[src/hw/rtl/cddi_pkg.sv]
// Shared types and constants for the disc id calculation pipeline.
`timescale 1ns / 1ps

package cddi_pkg;

  localparam int unsigned SECTOR_W = 19;
  localparam int unsigned SECS_W   = 13;  // seconds of any 19-bit sector stay below 6993
  localparam int unsigned LEN_W    = 13;
  localparam int unsigned SUM_W    = 8;
  localparam int unsigned CNT_W    = 8;
  localparam int unsigned DSUM_W   = 6;   // four decimal digits sum to at most 36
  localparam int unsigned ID_W     = 32;

  localparam logic [SECTOR_W:0] PREGAP_SECTORS = 20'd150;

  // Division by 75 as a multiply by a rounded-up reciprocal; exact for 20-bit operands.
  localparam int unsigned       DIV75_SHIFT = 27;
  localparam int unsigned       DIV75_PROD_W = 41;
  localparam logic [20:0]       DIV75_MULT  = 21'd1789570;

  // Decimal splitting of a 13-bit seconds value, each exact below 8192.
  localparam int unsigned       DIV10_SHIFT   = 16;
  localparam logic [12:0]       DIV10_MULT    = 13'd6554;
  localparam int unsigned       DIV100_SHIFT  = 19;
  localparam logic [12:0]       DIV100_MULT   = 13'd5243;
  localparam int unsigned       DIV1000_SHIFT = 23;
  localparam logic [13:0]       DIV1000_MULT  = 14'd8389;
  localparam int unsigned       QPROD_W       = 27;

  localparam logic [SUM_W:0]    SUM_MODULUS = 9'd255;
  localparam logic [CNT_W-1:0]  COUNT_MAX   = 8'd255;

  typedef struct packed {
    logic [SECTOR_W-1:0] track_start;
    logic [SECTOR_W-1:0] track_end;
    logic                last_track;
  } track_t;

  typedef struct packed {
    logic [SECS_W-1:0] secs;
    logic [LEN_W-1:0]  len;
    logic              last_track;
  } sec_t;

  typedef struct packed {
    logic [SECS_W-1:0] secs;
    logic [9:0]        q10;    // secs / 10
    logic [6:0]        q100;   // secs / 100
    logic [2:0]        q1000;  // secs / 1000
    logic [LEN_W-1:0]  len;
    logic              last_track;
  } quo_t;

endpackage

[src/hw/rtl/cd_disc_id_calc_unit.sv]
// Top level of the disc id calculator: input register, three stages and checks.
`timescale 1ns / 1ps

// The block takes the tracks of a disc's table of contents as words on the
// slave stream, one track per word, and gives one 32-bit disc id word on the
// master stream for each word that carries tlast. Words without tlast give
// no result; they only add to the digit sum and the track count.
// The first sector of the disc is a register written through cfg_we and
// cfg_wdata; it should be written while no track is in flight.
// A track word passes an input register, the divide-by-75 stage, the decimal
// split stage and the accumulator with its result register, which offers the
// id word on the master side. One word can be accepted in every cycle unless a
// result waits there untaken; the rate is set by the accumulator, which takes
// one track per cycle while no last track waits for the result register.
// When the receiver holds m_axis_tready low while a result waits, the block
// keeps taking track words that are not the last of a disc. Once the next
// last track reaches the accumulator it waits there, the three stages in
// front of it fill up, and only then does s_axis_tready drop.
// Reset clears all valid bits, the digit sum, the track count and the first
// sector register; a disc in progress is dropped.

module cd_disc_id_calc_unit import cddi_pkg::*; (
  input  logic                clk,
  input  logic                rst,
  input  logic                cfg_we,
  input  logic [SECTOR_W-1:0] cfg_wdata,
  input  logic                s_axis_tvalid,
  output logic                s_axis_tready,
  input  logic [39:0]         s_axis_tdata,  // track_start [18:0], track_end [37:19], zero pad
  input  logic                s_axis_tlast,
  output logic                m_axis_tvalid,
  input  logic                m_axis_tready,
  output logic [ID_W-1:0]     m_axis_tdata   // disc_id [31:0]
);

  logic [SECTOR_W-1:0] disc_first_sector;

  logic   in_valid;
  track_t in_reg;
  logic   sec_in_ready;

  logic   sec_valid;
  sec_t   sec_data;
  logic   dig_in_ready;

  logic   quo_valid;
  quo_t   quo_data;
  logic   acc_in_ready;

  always_ff @(posedge clk) begin
    if (rst) begin
      disc_first_sector <= '0;
    end else if (cfg_we) begin
      disc_first_sector <= cfg_wdata;
    end
  end

  // Input register.
  assign s_axis_tready = !in_valid || sec_in_ready;

  always_ff @(posedge clk) begin
    if (rst) begin
      in_valid <= 1'b0;
    end else if (s_axis_tready) begin
      in_valid <= s_axis_tvalid;
    end
  end

  always_ff @(posedge clk) begin
    if (s_axis_tvalid && s_axis_tready) begin
      in_reg.track_start <= s_axis_tdata[SECTOR_W-1:0];
      in_reg.track_end   <= s_axis_tdata[2*SECTOR_W-1:SECTOR_W];
      in_reg.last_track  <= s_axis_tlast;
    end
  end

  cddi_sec_stage u_sec (
    .clk               (clk),
    .rst               (rst),
    .disc_first_sector (disc_first_sector),
    .in_valid          (in_valid),
    .in_data           (in_reg),
    .in_ready          (sec_in_ready),
    .out_valid         (sec_valid),
    .out_data          (sec_data),
    .out_ready         (dig_in_ready)
  );

  cddi_digit_stage u_digit (
    .clk       (clk),
    .rst       (rst),
    .in_valid  (sec_valid),
    .in_data   (sec_data),
    .in_ready  (dig_in_ready),
    .out_valid (quo_valid),
    .out_data  (quo_data),
    .out_ready (acc_in_ready)
  );

  cddi_accum u_accum (
    .clk       (clk),
    .rst       (rst),
    .in_valid  (quo_valid),
    .in_data   (quo_data),
    .in_ready  (acc_in_ready),
    .out_valid (m_axis_tvalid),
    .out_data  (m_axis_tdata),
    .out_ready (m_axis_tready)
  );

  // The input side only stalls behind a result word the receiver has not taken.
  assert property (@(posedge clk) disable iff (rst)
    !s_axis_tready |-> (m_axis_tvalid && !m_axis_tready))
    else $error("input stalled without output backpressure");

  // A fresh id counts at least one track, keeps its sum reduced and its gap bits clear.
  assert property (@(posedge clk) disable iff (rst)
    $rose(m_axis_tvalid) |-> (m_axis_tdata[7:0] != 8'd0 && m_axis_tdata[31:24] != 8'hFF
                              && m_axis_tdata[23:21] == 3'b000))
    else $error("malformed disc id word");

  // Seconds of any sector stay within four decimal digits below 7000.
  assert property (@(posedge clk) disable iff (rst)
    sec_valid |-> (sec_data.secs <= 13'd6992 && sec_data.len <= 13'd6990))
    else $error("divide by 75 out of range");

  // The decimal quotients stay within the range that the largest seconds value gives.
  assert property (@(posedge clk) disable iff (rst)
    quo_valid |-> (quo_data.q1000 <= 3'd6 && quo_data.q100 <= 7'd69 && quo_data.q10 <= 10'd699))
    else $error("decimal split out of range");

endmodule

[src/hw/rtl/cddi_sec_stage.sv]
// Seconds and disc length stage: both divisions by 75, registered.
`timescale 1ns / 1ps

module cddi_sec_stage import cddi_pkg::*; (
  input  logic                clk,
  input  logic                rst,
  input  logic [SECTOR_W-1:0] disc_first_sector,
  input  logic                in_valid,
  input  track_t              in_data,
  output logic                in_ready,
  output logic                out_valid,
  output sec_t                out_data,
  input  logic                out_ready
);

  logic [SECTOR_W:0]       start_adj;
  logic [SECTOR_W:0]       end_inc;
  logic [SECTOR_W:0]       first_ext;
  logic [SECTOR_W:0]       len_num;
  logic [DIV75_PROD_W-1:0] secs_prod;
  logic [DIV75_PROD_W-1:0] len_prod;

  always_comb begin
    start_adj = {1'b0, in_data.track_start} + PREGAP_SECTORS;
    end_inc   = {1'b0, in_data.track_end} + {{SECTOR_W{1'b0}}, 1'b1};
    first_ext = {1'b0, disc_first_sector};
    // A last track that ends before the disc start gives a zero length.
    len_num   = (end_inc >= first_ext) ? (end_inc - first_ext) : '0;
    secs_prod = DIV75_PROD_W'(start_adj) * DIV75_PROD_W'(DIV75_MULT);
    len_prod  = DIV75_PROD_W'(len_num) * DIV75_PROD_W'(DIV75_MULT);
  end

  assign in_ready = !out_valid || out_ready;

  always_ff @(posedge clk) begin
    if (rst) begin
      out_valid <= 1'b0;
    end else if (in_ready) begin
      out_valid <= in_valid;
    end
  end

  always_ff @(posedge clk) begin
    if (in_ready && in_valid) begin
      out_data.secs       <= secs_prod[DIV75_SHIFT +: SECS_W];
      out_data.len        <= len_prod[DIV75_SHIFT +: LEN_W];
      out_data.last_track <= in_data.last_track;
    end
  end

endmodule

[src/hw/rtl/cddi_digit_stage.sv]
// Decimal split stage: quotients of the seconds by 10, 100 and 1000, registered.
`timescale 1ns / 1ps

module cddi_digit_stage import cddi_pkg::*; (
  input  logic clk,
  input  logic rst,
  input  logic in_valid,
  input  sec_t in_data,
  output logic in_ready,
  output logic out_valid,
  output quo_t out_data,
  input  logic out_ready
);

  logic [QPROD_W-1:0] p10;
  logic [QPROD_W-1:0] p100;
  logic [QPROD_W-1:0] p1000;

  always_comb begin
    p10   = QPROD_W'(in_data.secs) * QPROD_W'(DIV10_MULT);
    p100  = QPROD_W'(in_data.secs) * QPROD_W'(DIV100_MULT);
    p1000 = QPROD_W'(in_data.secs) * QPROD_W'(DIV1000_MULT);
  end

  assign in_ready = !out_valid || out_ready;

  always_ff @(posedge clk) begin
    if (rst) begin
      out_valid <= 1'b0;
    end else if (in_ready) begin
      out_valid <= in_valid;
    end
  end

  always_ff @(posedge clk) begin
    if (in_ready && in_valid) begin
      out_data.secs       <= in_data.secs;
      out_data.q10        <= p10[DIV10_SHIFT +: 10];
      out_data.q100       <= p100[DIV100_SHIFT +: 7];
      out_data.q1000      <= p1000[DIV1000_SHIFT +: 3];
      out_data.len        <= in_data.len;
      out_data.last_track <= in_data.last_track;
    end
  end

endmodule

[src/hw/rtl/cddi_accum.sv]
// Digit sum accumulation, track counting and the disc id result register.
`timescale 1ns / 1ps

module cddi_accum import cddi_pkg::*; (
  input  logic            clk,
  input  logic            rst,
  input  logic            in_valid,
  input  quo_t            in_data,
  output logic            in_ready,
  output logic            out_valid,
  output logic [ID_W-1:0] out_data,
  input  logic            out_ready
);

  logic [SUM_W-1:0]  digit_sum_total;
  logic [CNT_W-1:0]  tracks_seen;
  logic [SUM_W-1:0]  sum_next;
  logic [CNT_W-1:0]  count_next;
  logic [12:0]       r10;
  logic [9:0]        r100;
  logic [6:0]        r1000;
  logic [3:0]        d0;
  logic [3:0]        d1;
  logic [3:0]        d2;
  logic [DSUM_W-1:0] dsum;
  logic [SUM_W:0]    sum_add;
  logic              take;

  always_comb begin
    r10     = in_data.secs - 13'({3'b0, in_data.q10} * 13'd10);
    r100    = in_data.q10 - 10'({3'b0, in_data.q100} * 10'd10);
    r1000   = in_data.q100 - 7'({4'b0, in_data.q1000} * 7'd10);
    d0      = r10[3:0];
    d1      = r100[3:0];
    d2      = r1000[3:0];
    dsum    = DSUM_W'(d0) + DSUM_W'(d1) + DSUM_W'(d2) + DSUM_W'(in_data.q1000);
    // The running sum stays below 255, so one subtract keeps it reduced.
    sum_add = {1'b0, digit_sum_total} + (SUM_W + 1)'(dsum);
    sum_next = (sum_add >= SUM_MODULUS) ? SUM_W'(sum_add - SUM_MODULUS) : sum_add[SUM_W-1:0];
    count_next = (tracks_seen == COUNT_MAX) ? COUNT_MAX : tracks_seen + 8'd1;
  end

  // Only a last track needs the result register.
  assign in_ready = !in_data.last_track || !out_valid || out_ready;
  assign take     = in_valid && in_ready;

  always_ff @(posedge clk) begin
    if (rst) begin
      digit_sum_total <= '0;
      tracks_seen     <= '0;
      out_valid       <= 1'b0;
    end else begin
      if (take && in_data.last_track) begin
        out_valid <= 1'b1;
      end else if (out_ready) begin
        out_valid <= 1'b0;
      end
      if (take) begin
        if (in_data.last_track) begin
          digit_sum_total <= '0;
          tracks_seen     <= '0;
        end else begin
          digit_sum_total <= sum_next;
          tracks_seen     <= count_next;
        end
      end
    end
  end

  always_ff @(posedge clk) begin
    if (take && in_data.last_track) begin
      out_data <= {sum_next, 3'b000, in_data.len, count_next};
    end
  end

endmodule

[config.mk]
export PLATFORM = sky130hd
export DESIGN_NAME = cd_disc_id_calc_unit
export DESIGN_NICKNAME = d
export VERILOG_FILES = /design/src/hw/rtl/cddi_pkg.sv /design/src/hw/rtl/cd_disc_id_calc_unit.sv /design/src/hw/rtl/cddi_sec_stage.sv /design/src/hw/rtl/cddi_digit_stage.sv /design/src/hw/rtl/cddi_accum.sv
export SDC_FILE = /design/constraint.sdc
export NUM_CORES = 1
export LEC_CHECK = 0
export ABC_AREA = 1
export BUFFER_PORTS_ARGS = -buffer_cell sky130_fd_sc_hd__buf_2
export CELL_PAD_IN_SITES_DETAIL_PLACEMENT = 1
export CELL_PAD_IN_SITES_GLOBAL_PLACEMENT = 2
export CORE_MARGIN = 2
export CORE_UTILIZATION = 42
export CTS_BUF_LIST = sky130_fd_sc_hd__clkbuf_8
export CTS_CLUSTER_SIZE = 28
export DETAILED_ROUTE_END_ITERATION = 10
export GPL_ROUTABILITY_DRIVEN = 0
export HOLD_SLACK_MARGIN = 0.05
export PLACE_DENSITY_LB_ADDON = 0.05
export SLEW_MARGIN = 10
export SYNTH_ARGS = -nofsm -noshare
export SYNTH_HDL_FRONTEND = slang
export SYNTH_SLANG_ARGS = --single-unit
[constraint.sdc]
create_clock -name clk -period 11.36 [get_ports clk]
set_input_delay 1.136 -clock clk [delete_from_list [all_inputs] [get_ports clk]]
set_output_delay 1.136 -clock clk [all_outputs]
set_load 0.05 [all_outputs]
# Yosys cells after proc, flatten, opt, wreduce, memory -nomap -nowiden
# Index checks and enable logic that the tools add are counted.
[word_totals]
inputBits = 65
register_bits = 172
output_inout_bits = 34
elab_cells = 66
[classes]
multipliers = 8
n_lt_le_gt_ge = 2
muxes = 7
reduce_logical = 16
n_addsub = 12
eq_ne = 1
[op_table]
columns = ["operator", "n"]
rows = [
  ["20-bit by 20-bit multiplier with 39-bit output, second input constant", 2],
  ["8-bit 2-to-1 mux", 4],
  ["13-bit by 13-bit multiplier with 26-bit output, second input constant", 1],
  ["13-bit by 14-bit multiplier with 26-bit output, second input constant", 1],
  ["13-bit by 12-bit multiplier with 25-bit output, second input constant", 1],
  ["19-bit by 1-bit adder with 20-bit output, second input constant", 1],
  ["19-bit by 8-bit adder with 20-bit output, second input constant", 1],
  ["20-bit by 19-bit greater-or-equal comparator with 1-bit output", 1],
  ["20-bit 2-to-1 mux", 1],
  ["20-bit by 19-bit subtractor with 20-bit output", 1],
  ["4-bit subtractor", 3],
  ["10-bit by 3-bit multiplier with 3-bit output, second input constant", 1],
  ["8-bit by 6-bit adder with 9-bit output", 1],
  ["9-bit by 8-bit greater-or-equal comparator with 1-bit output, second input constant", 1],
  ["8-bit by 1-bit adder with 8-bit output, second input constant", 1],
  ["8-bit equality test, second input constant", 1],
  ["8-bit subtractor, second input constant", 1],
  ["7-bit by 3-bit multiplier with 3-bit output, second input constant", 1],
  ["6-bit by 3-bit adder with 6-bit output", 1],
  ["6-bit by 4-bit adder with 6-bit output", 1],
  ["4-bit by 4-bit adder with 5-bit output", 1],
  ["1-bit logical AND", 5],
  ["1-bit zero test", 5],
  ["1-bit logical OR", 5],
  ["3 further kinds", 4],
]

# Longest topological paths before layout
[logic_depth]
ltp_word = 9
depth_mapped = 46

# By module
# A second synthesis with hierarchy kept.
[unflattened]
hier_cells = 3389
area_unflattened_um2 = 29947.5
[modules_own_cells]
columns = ["mod", "area_each_um2", "cells_per_inst", "n_inst"]
rows = [
  ["cddi_sec_stage", 15506.1, 1849, 1],
  ["cddi_digit_stage", 9715.6, 1111, 1],
  ["cddi_accum", 2813.9, 302, 1],
  ["cd_disc_id_calc_unit", 1911.8, 127, 1],
]

# Least setup slack after synthesis
# Ideal clock, no wire load.
[synth_timing]
path_type = "register -> register"
from = "register in_reg[1] (netlist bit)"
to = "register u_sec.out_data[12] (netlist bit), data pin"
synth_period_minus_slack_ns = 7.978
stages_incl_launch_ff = 45
setup_slack_ns = 3.382
t_required_ns = 11.102
arrival_time_ns = 7.720
setup_time_ns = 0.258
path_cell_list = "edfxtp_1 ha_1 nand2_1 inv_1 nand3_1 nor2_1 and2_1 nand3_1 inv_1 nand3_1 xnor2_1 ha_1 nand2_1 nor2_1 nand3_1 nor2_1 nor2_1 nor2_2 [... 9 more ...] inv_1 fa_1 inv_1 fa_1 inv_1 ha_1 ha_1 ha_1 a21oi_1 o21a_1 o21ai_0 a21oi_1 nor3_1 o21ai_0 a21oi_1 nor3_1 nand2_1 xor2_1"
[synth_between]
elab_chain_len = 4
word_cells_on_any_way = 5
classes_between = "2 x add/sub; 1 x mul; 1 x order compare; 1 x mux"
[synth_lines]
columns = ["item", "line", "text"]
rows = [
  ["start, declared", "cd_disc_id_calc_unit.sv:39", "track_t in_reg;"],
  ["19-bit by 1-bit adder with 20-bit output *", "cddi_sec_stage.sv:25", "end_inc = {1'b0, in_data.track_end} + {{SECTOR_W{1'b0}}, 1'b1};"],
  ["20-bit by 19-bit subtractor with 20-bit output / 20-bit by 19-bit greater-or-equal comparator with 1-bit output (equally long branches)", "cddi_sec_stage.sv:28", "len_num = (end_inc >= first_ext) ? (end_inc - first_ext) : '0;"],
  ["20-bit 2-to-1 mux *", "cddi_sec_stage.sv:28", ""],
  ["20-bit by 20-bit multiplier with 39-bit output *", "cddi_sec_stage.sv:30", "len_prod = DIV75_PROD_W'(len_num) * DIV75_PROD_W'(DIV75_MULT);"],
  ["named net u_sec.len_prod[38]", "cddi_sec_stage.sv:21", "logic [DIV75_PROD_W-1:0] len_prod;"],
  ["end, declared", "cddi_sec_stage.sv:12", "output sec_t out_data,"],
]
# The timed path passes the listed nets; every way through them passes the cells marked *.
# A chain may end at the register's enable or synchronous reset.

# Worst setup path in the final report
# Ends and elaborated chain as after synthesis.

==> impl_metrics.csv <==
group,metric,value,unit
synthesis,ys_async_sr_fraction,0,%
synthesis,synthDistinctLibCells,54,
global_routing,antenna_found_initial,1,
cells_and_area,final_common_cell,"inv_1",
clocking,post_cts_resized,0,
clocking,holdBufCountCts,0,
setup_path,crit_slowest_cell,"nor2_1",
global_routing,grt_max_degree,40,
timing,slew_violations,0,
cells_and_area,layout_common_cells,"816 x inv_1, 541 x ha_1, 371 x fa_1, 299 x nand2_1, 173 x a21oi_1",
clocking,path_clk_slew,0.12,ns
timing,relSlewSlack,22.51,%
timing,tns,0,ns
synthesis,yosysTopAreaCell,"fa_1",
route,vias,18901,
global_routing,grt-ovfl-total,0,
floorplanning,chipHeight,258.0,um
placed_design,dp_hpwl,58830,um
setup_path,cp_common_cell,"inv_1",
global_routing,grt_pass1_vias,21680,
synthesis,synth_flop_cell,"edfxtp_1",
synthesis,synth_area_leaders,"fa_1 27%, ha_1 25%, edfxtp_1 14%, inv_1 11%, nand2_1 4.1%",
clocking,cts_max_path_buffers,2,
min_path,hp-class,"reg -> reg",
setup_path,max_stage_delay,0.72,ns
global_routing,track_usage,20.93,%
floorplanning,die_w,258.0,um
cells_and_area,largest_reg_flops,39,
cells_and_area,nets,4000,
clocking,clk_latency,0.57,ns
run_status,status,"completed",
synthesis,ys.warnings.count,0,
setup_path,startpoint_type,"flip-flop",
route,drt_iter0_drc,560,
setup_path,required,11.68,ns
synthesis,ys_ff_latch,163,
route,drtAntennaViolNets,0,
route,viasPerCell,4.855,
synthesis,ys_seq_area_share,16.62,%
timing,setup_viol,0,
timing,fmax,104.0,MHz
setup_path,crit_path_max_fanout,13,
route,drtPass1Iterations,5,
timing,tightestPinTransition,1.158,ns
timing,period_needed,9.616,ns
route,route.detailed.wl_per_inst,16.90,um
global_routing,grt_pass1_wl,110700,um
clocking,htree_num_levels,4,
synthesis,synth_area_per_cell,9.281,sq um
synthesis,synth-edff-count,124,
synthesis,postSynthCellCount,2920,
placed_design,io_buffers,93,
setup_path,path_class,"reg -> reg",
timing,finalHoldViolations,0,
floorplanning,rows,93,
job,max_cap_viol_count,0,
synthesis,synth_top_cell_area_share,27.41,%
cells_and_area,fill_cells,7452,
cells_and_area,drive_gt1_share,6.028,%
synthesis,syn_area,27100,sq um
timing,period_share,84.65,%
floorplanning,initial_core_util,42.27,%
floorplanning,die_area,66570,sq um
clocking,cts_tree,"done",
route,drc,0,
clocking,clock_sinks,163,
setup_path,cp-end-kind,"flip-flop",
clocking,postCtsSetupBuffers,0,
floorplanning,core_area,64120,sq um
clocking,cts_root_buf,"clkbuf_8",
route,routed_wl,65780,um
setup_path,crit_arrival,9.94,ns
timing,rsz0062_at_grt,"false",
clocking,cts_buffers,17,
cells_and_area,area_growth,7.096,%
floorplanning,io_pins,99,
timing,clock_skew,0.02946,ns
## final cells by class
type                            instances  area (sq um)  area share [%]
Antenna cell                            2         5.005         0.01724
Clock inverter                         15         182.7          0.6294
Inverter                              832          3123           10.76
Sequential cell                       163          4504           15.52
Multi-Input combinational cell       1914         19420           66.93
Timing Repair Buffer                   95         480.5           1.655
Clock buffer                           17         234.0          0.8061
Tap cell                              855          1070           3.686
## cells in the mapped netlist, drive strengths merged, types with 5 or more instances
cell,number
o21a,5
nand4,14
edfxtp,124
clkinv,5
a211oi,5
dfxtp,39
clkbuf,8
inv,827
buf,5
and2,5
xor2,66
or2,8
a21oi,173
a21o,16
o21ai,83
a31oi,10
nor2,121
nand2,314
nor4,7
nor3,21
o21bai,5
xnor2,45
nand3,81
fa,371
ha,541
## path summary, 6_finish.rpt
check,startpoint,end,slack [ns],depth (start not counted)
min,u_sec.out_data[8],u_digit.out_data[8],0.41,0
min reg2reg,u_sec.out_data[8],u_digit.out_data[8],0.41,0
max reg2reg,in_reg[1],u_sec.out_data[12],1.74,44
max,in_reg[1],u_sec.out_data[12],1.74,44
## layer usage
metal / global-route usage (%) / vias to the layer above / part of all wire [%]
li1: - / 9342 / -
met1: 27.07 / 9342 / 46
met2: 37.43 / 158 / 50
met3: 2.199 / 59 / 1.6
met4: 5.106 / 0 / 1.9
met5: 0 / - / 0
## through the flow
| stage | instance area [sq um] | std cells | hold slack, ns | utilization (%) | setup slack [ns] |
|---|---|---|---|---|---|
| after floorplan | 27110 | 2922 | 0.4003 | - | 3.382 |
| after global placement | 28600 | 3859 | 0.4027 | 44.61 | 1.746 |
| after detailed placement | 28600 | 3859 | 0.4063 | 44.61 | 1.654 |
| after CTS | 29020 | 3891 | 0.4045 | 45.26 | 1.602 |
| after global routing | 29020 | 3892 | 0.4110 | 45.26 | 0.7880 |
| final | 29020 | 3893 | 0.4082 | 45.27 | 1.744 |
## worst max-delay path, delay by kind of cell (launching register included)
kind | cells | cell delay [ns]
AOI/OAI and AO/OA | 4 | 0.68
xor gates and xnor gates | 2 | 0.22
adders and majority gates | 10 | 4.13
buffers and inverters | 8 | 0.86
DFF | 1 | 0.43
and+or+nand+nor | 20 | 3.06
## logic make-up after synthesis
kind of cell             count (synthesis)  synth area share, %
other                                    1              0.01384
flip-flops                             163                16.62
XOR/XNOR                               111                3.643
buffers and inverters                  845                11.75
adder cells (fa/ha/maj)                912                52.38
AO/OA/AOI/OAI                          314                6.454
AND/OR/NAND/NOR                        574                9.137
Power is left out: the tool's default activity adds up to more than one toggle a clock period on the data nets, which glitch-free logic cannot reach.
